**src/sv/ccm_pkg.sv**
```systemverilog
// ----------------------------------------------------------------------------
// ccm_pkg
// shared types and codes for the cigar coverage marker
// ----------------------------------------------------------------------------
`default_nettype none

package ccm_pkg;

    // request opcodes
    localparam logic OP_ELEMENT = 1'b0;
    localparam logic OP_CLEAR   = 1'b1;

    // cigar operation codes
    localparam logic [3:0] CIGAR_M  = 4'd0;
    localparam logic [3:0] CIGAR_I  = 4'd1;
    localparam logic [3:0] CIGAR_D  = 4'd2;
    localparam logic [3:0] CIGAR_N  = 4'd3;
    localparam logic [3:0] CIGAR_S  = 4'd4;
    localparam logic [3:0] CIGAR_H  = 4'd5;
    localparam logic [3:0] CIGAR_P  = 4'd6;
    localparam logic [3:0] CIGAR_EQ = 4'd7;
    localparam logic [3:0] CIGAR_X  = 4'd8;

    // register index of the target length on the config port
    localparam logic CFG_TARGET_LEN = 1'b0;
    localparam logic [14:0] TARGET_LEN_RST = 15'd16384;

    typedef enum logic [2:0] {
        S_CLR,
        S_IDLE,
        S_SETUP,
        S_RD,
        S_MOD,
        S_RESP
    } t_ccm_state;

    typedef struct packed {
        logic accept;
        logic clr_step;
        logic setup;
        logic rd;
        logic mod;
        logic resp;
    } t_ccm_cmd;

    typedef struct packed {
        logic empty;
        logic clr_last;
    } t_ccm_sts;

endpackage

`default_nettype wire

```
**src/sv/ccm_ctrl.sv**
```systemverilog
// ----------------------------------------------------------------------------
// ccm_ctrl
// sequencer for clear sweep and word-by-word run marking
// ----------------------------------------------------------------------------
`default_nettype none

module ccm_ctrl
    import ccm_pkg::*;
(
    input  wire logic     i_clk,
    input  wire logic     i_rst_n,
    input  wire logic     i_start,
    input  wire logic     i_op,
    input  wire t_ccm_sts i_sts,
    output t_ccm_cmd      o_cmd,
    output logic          o_busy
);

    t_ccm_state r_state, n_state;
    logic       r_report, n_report;

    always_ff @(posedge i_clk) begin
        if (!i_rst_n) begin
            r_state  <= S_CLR;
            r_report <= 1'b0;
        end else begin
            r_state  <= n_state;
            r_report <= n_report;
        end
    end

    // next state
    always_comb begin
        n_state  = r_state;
        n_report = r_report;
        case (r_state)
            S_CLR: begin
                if (i_sts.clr_last) begin
                    n_state = r_report ? S_RESP : S_IDLE;
                end
            end
            S_IDLE: begin
                if (i_start) begin
                    if (i_op == OP_CLEAR) begin
                        n_state  = S_CLR;
                        n_report = 1'b1;
                    end else begin
                        n_state = S_SETUP;
                    end
                end
            end
            S_SETUP: n_state = S_RD;
            S_RD: begin
                n_state = i_sts.empty ? S_RESP : S_MOD;
            end
            S_MOD: n_state = S_RD;
            S_RESP: begin
                n_state  = S_IDLE;
                n_report = 1'b0;
            end
            default: n_state = S_IDLE;
        endcase
    end

    // outputs
    always_comb begin
        o_cmd          = '0;
        o_busy         = 1'b1;
        case (r_state)
            S_CLR:   o_cmd.clr_step = 1'b1;
            S_IDLE: begin
                o_busy       = 1'b0;
                o_cmd.accept = i_start;
            end
            S_SETUP: o_cmd.setup = 1'b1;
            S_RD:    o_cmd.rd    = !i_sts.empty;
            S_MOD:   o_cmd.mod   = 1'b1;
            S_RESP:  o_cmd.resp  = 1'b1;
            default: o_busy      = 1'b1;
        endcase
    end

endmodule

`default_nettype wire

```
**config.mk**
```make
export PLATFORM = sky130hd
export DESIGN_NAME = ccm_ctrl
export DESIGN_NICKNAME = d
export VERILOG_FILES = /design/src/sv/ccm_pkg.sv /design/src/sv/ccm_ctrl.sv
export SDC_FILE = /design/constraint.sdc
export NUM_CORES = 1
export LEC_CHECK = 0
export BUFFER_PORTS_ARGS = -buffer_cell sky130_fd_sc_hd__buf_2
export CORE_AREA = 3 3 40 42
export DETAILED_ROUTE_END_ITERATION = 7
export DIE_AREA = 0 0 43 45
export PLACE_DENSITY = 0.42
export SLEW_MARGIN = 10
export SYNTH_ARGS = -nofsm -noshare
export SYNTH_HDL_FRONTEND = slang
export SYNTH_SLANG_ARGS = --single-unit
```
**constraint.sdc**
```tcl
create_clock -name i_clk -period 2.12 [get_ports i_clk]
set_clock_uncertainty 0.2 [all_clocks]
set_input_delay 0.106 -clock i_clk [delete_from_list [all_inputs] [get_ports i_clk]]
set_output_delay 0.106 -clock i_clk [all_outputs]
set_load 0.05 [all_outputs]
```
==> impl_metrics.py <==
metrics = {
    "critical_path": {
        "crit_fanout": 12,
        "startpoint_type": "register",
        "crit_family": "flip-flops",
        "crit_chain": "nor2b_1, and2_1, buf_2",
        "arrival_ps": 1530,
        "cp.required_ps": 1810,
        "path_class": "reg -> out",
        "slowest_stage": "dfxtp_1",
        "cpPeakStageDelay_ps": 550,
        "end_kind": "output pin",
        "cp_num_buf_inv": 1,
    },
    "layout": {
        "final_common_cell": "buf_2",
        "final-instance-count-excl-fill": 61,
        "syn_to_final_growth_pct": 35.06,
        "drive_gt1_share_pct": 43.48,
        "final_cell_mix": "buf_2 (12), dfxtp_1 (4), nor3_1 (3), clkbuf_4 (3)",
        "final_util_pct": 30.38,
        "final_nets": 54,
        "num_antenna_cells": 0,
    },
    "power_and_ir_drop": {
        "peakVddDrop_mv": 0.1350,
        "p_total_mw": 0.2584,
        "leakagePower_nw": 0.1672,
        "power_density_nw_per_um2": 661.9,
    },
    "route": {
        "dr.first_iter.drc_count": 4,
        "ant_nets": 0,
        "vias_per_cell": 4.689,
        "drt_pass1_iterations": 4,
        "post_drt_wl_per_cell_um": 11.26,
        "wirelength_um": 687,
        "drc_errors": 0,
        "vias": 286,
    },
    "clocking": {
        "insertion_delay_ps": 240,
        "cts.clk_slew.worst_paths_ps": 40,
        "numCtsBuffers": 3,
        "cts_tree": "done",
        "cts_setup_buffers": 0,
        "h-tree-depth": 1,
        "ctsLongestPathBuffers": 2,
        "cts_root_buffer": "clkbuf_4",
        "cts_num_sinks": 4,
    },
    "synthesis": {
        "netlist_area_sq_um": 289.0,
        "synth-seq-cells": 4,
        "synthCells": 32,
        "ys_seq_area_share_pct": 27.71,
        "synth_nets": 38,
        "ys_types": 20,
        "synth_top_area_cell": "dfxtp_1",
        "netlist.area_leader.share_pct": 27.71,
        "syn_area_per_cell_sq_um": 9.032,
        "yosysWarnings": 0,
        "synthTopCellsByArea": "dfxtp_1 (28%), nor3b_2 (8.7%), o31ai_4 (7.4%)",
    },
    "worst_hold_path": {
        "hold_path_class": "in -> reg",
    },
    "sta": {
        "fmax_ghz": 0.5432,
        "fin_crit_ps": 1841,
        "min_period_over_period_pct": 86.83,
        "finalSetupViolCount": 0,
        "worst_pin_slew_ps": 460.2,
        "relSlewSlack_pct": 69.28,
        "finalHoldViolations": 0,
        "rsz0062_at_grt": "false",
        "slew_viol_final": 0,
        "setup_tns_ps": 0,
    },
    "floorplan": {
        "start_util_pct": 22.49,
        "coreArea_sq_um": 1285,
        "die_area_sq_um": 1935,
        "die_w_um": 43,
        "row_count": 13,
        "pin_count": 13,
        "die_y_um": 45,
    },
    "place": {
        "io_buffers": 12,
        "dp.cells": 56,
        "gp_congestion": 0.7173,
        "dp_hpwl_um": 531.6,
    },
    "global_routing": {
        "gr-total-overflow": 0,
        "grtUsageTotal_pct": 7.494,
        "antenna_found_initial": 0,
        "grt_max_degree": 13,
        "grt_pass1_vias": 251,
        "grt_pass1_wl_um": 1090,
    },
    "job": {
        "cap_violations": 0,
    },
    "status": {
        "run_status": "finished clean",
    },
}
-- stage by stage --
step / setup slack [ps] / area, sq um / hold slack [ps]
2_1_floorplan: 175.9 / 289.0 / 27.03
3_3_place_gp: 550.0 / 347.8 / 192.2
3_5_place_dp: 530.2 / 347.8 / 185.2
4_1_cts: 267.9 / 390.4 / 15.65
5_1_grt: 180.5 / 390.4 / 27.01
6_report: 279.1 / 390.4 / 14.04
-- layer usage --
layer	global-route usage, %	part of all wire [%]	vias up
met5	0	0	-
met4	7.229	3.6	0
met3	0.3984	5.4	2
met2	10.18	42	10
met1	10.36	49	128
li1	-	-	146
-- worst reg2reg max path: stages, from the launching register on --
cell	delay (ps)
dfxtp_1	550
mux2_4	350
o31ai_4	180
nor3_1	70
-- kinds of logic (layout without fill, tap and decap cells) --
family,count (synthesis),count (layout),synth area share [%]
and+or+nand+nor,14,14,33.33
AOI/OAI and AO/OA,7,7,20.78
buffers and inverters,5,19,9.522
DFF,4,4,27.71
muxes,2,2,8.657
-- sequential cells by signal (all words and copies together) (netlist names) --
name,cells
r_report,1
r_state,3
-- worst paths after layout --
| path | from | endpoint | slack, ps | cells past startpoint |
|---|---|---|---|---|
| worst min-delay path | i_sts[1] | r_state[0]$_SDFFE_PN0P_ | 10 | 3 |
| worst min register to register | r_report$_SDFFE_PN0P_ | r_report$_SDFFE_PN0P_ | 370 | 2 |
| worst max-delay path | r_state[0]$_SDFFE_PN0P_ | o_cmd[0] | 280 | 3 |
| worst max register to register | r_state[0]$_SDFFE_PN0P_ | r_state[2]$_SDFFE_PN0P_ | 640 | 3 |
-- synth_stat cells --
cell	instances
mux2_4	1
buf_4	2
o31ai_4	1
nor3b_2	2
nand2_1	1
nor2_1	2
nor2b_1	2
o41ai_1	1
mux2i_1	1
and4bb_2	1
nor3b_1	1
a31oi_1	2
inv_1	2
o31ai_1	1
o21ai_0	1
and2_1	2
buf_2	1
a21oi_1	1
dfxtp_1	4
nor3_1	3
-- repair_timing --
action | 4_1_cts | 5_1_grt
endpoints found under the hold margin | 4 | 0
gates resized for setup | 0 | 0
hold buffers | 2 | 0
-- where the power goes --
part           switching, mW  leakage [nW]  internal [mW]
registers             0.0106        0.0327         0.0797
clock network         0.0350        0.0138         0.0636
logic                 0.0432         0.121         0.0263
total                 0.0888         0.167          0.170
-- layout make-up --
type                    count  area (sq um)
inverters                   2         7.507
repair buffers             14         80.08
multi-input cells          23         181.4
fillers                   139         894.6
clock buffers               3         22.52
flip-flops and latches      4         80.08
well taps                  15         18.77
(Power assumes the default switching activity.)
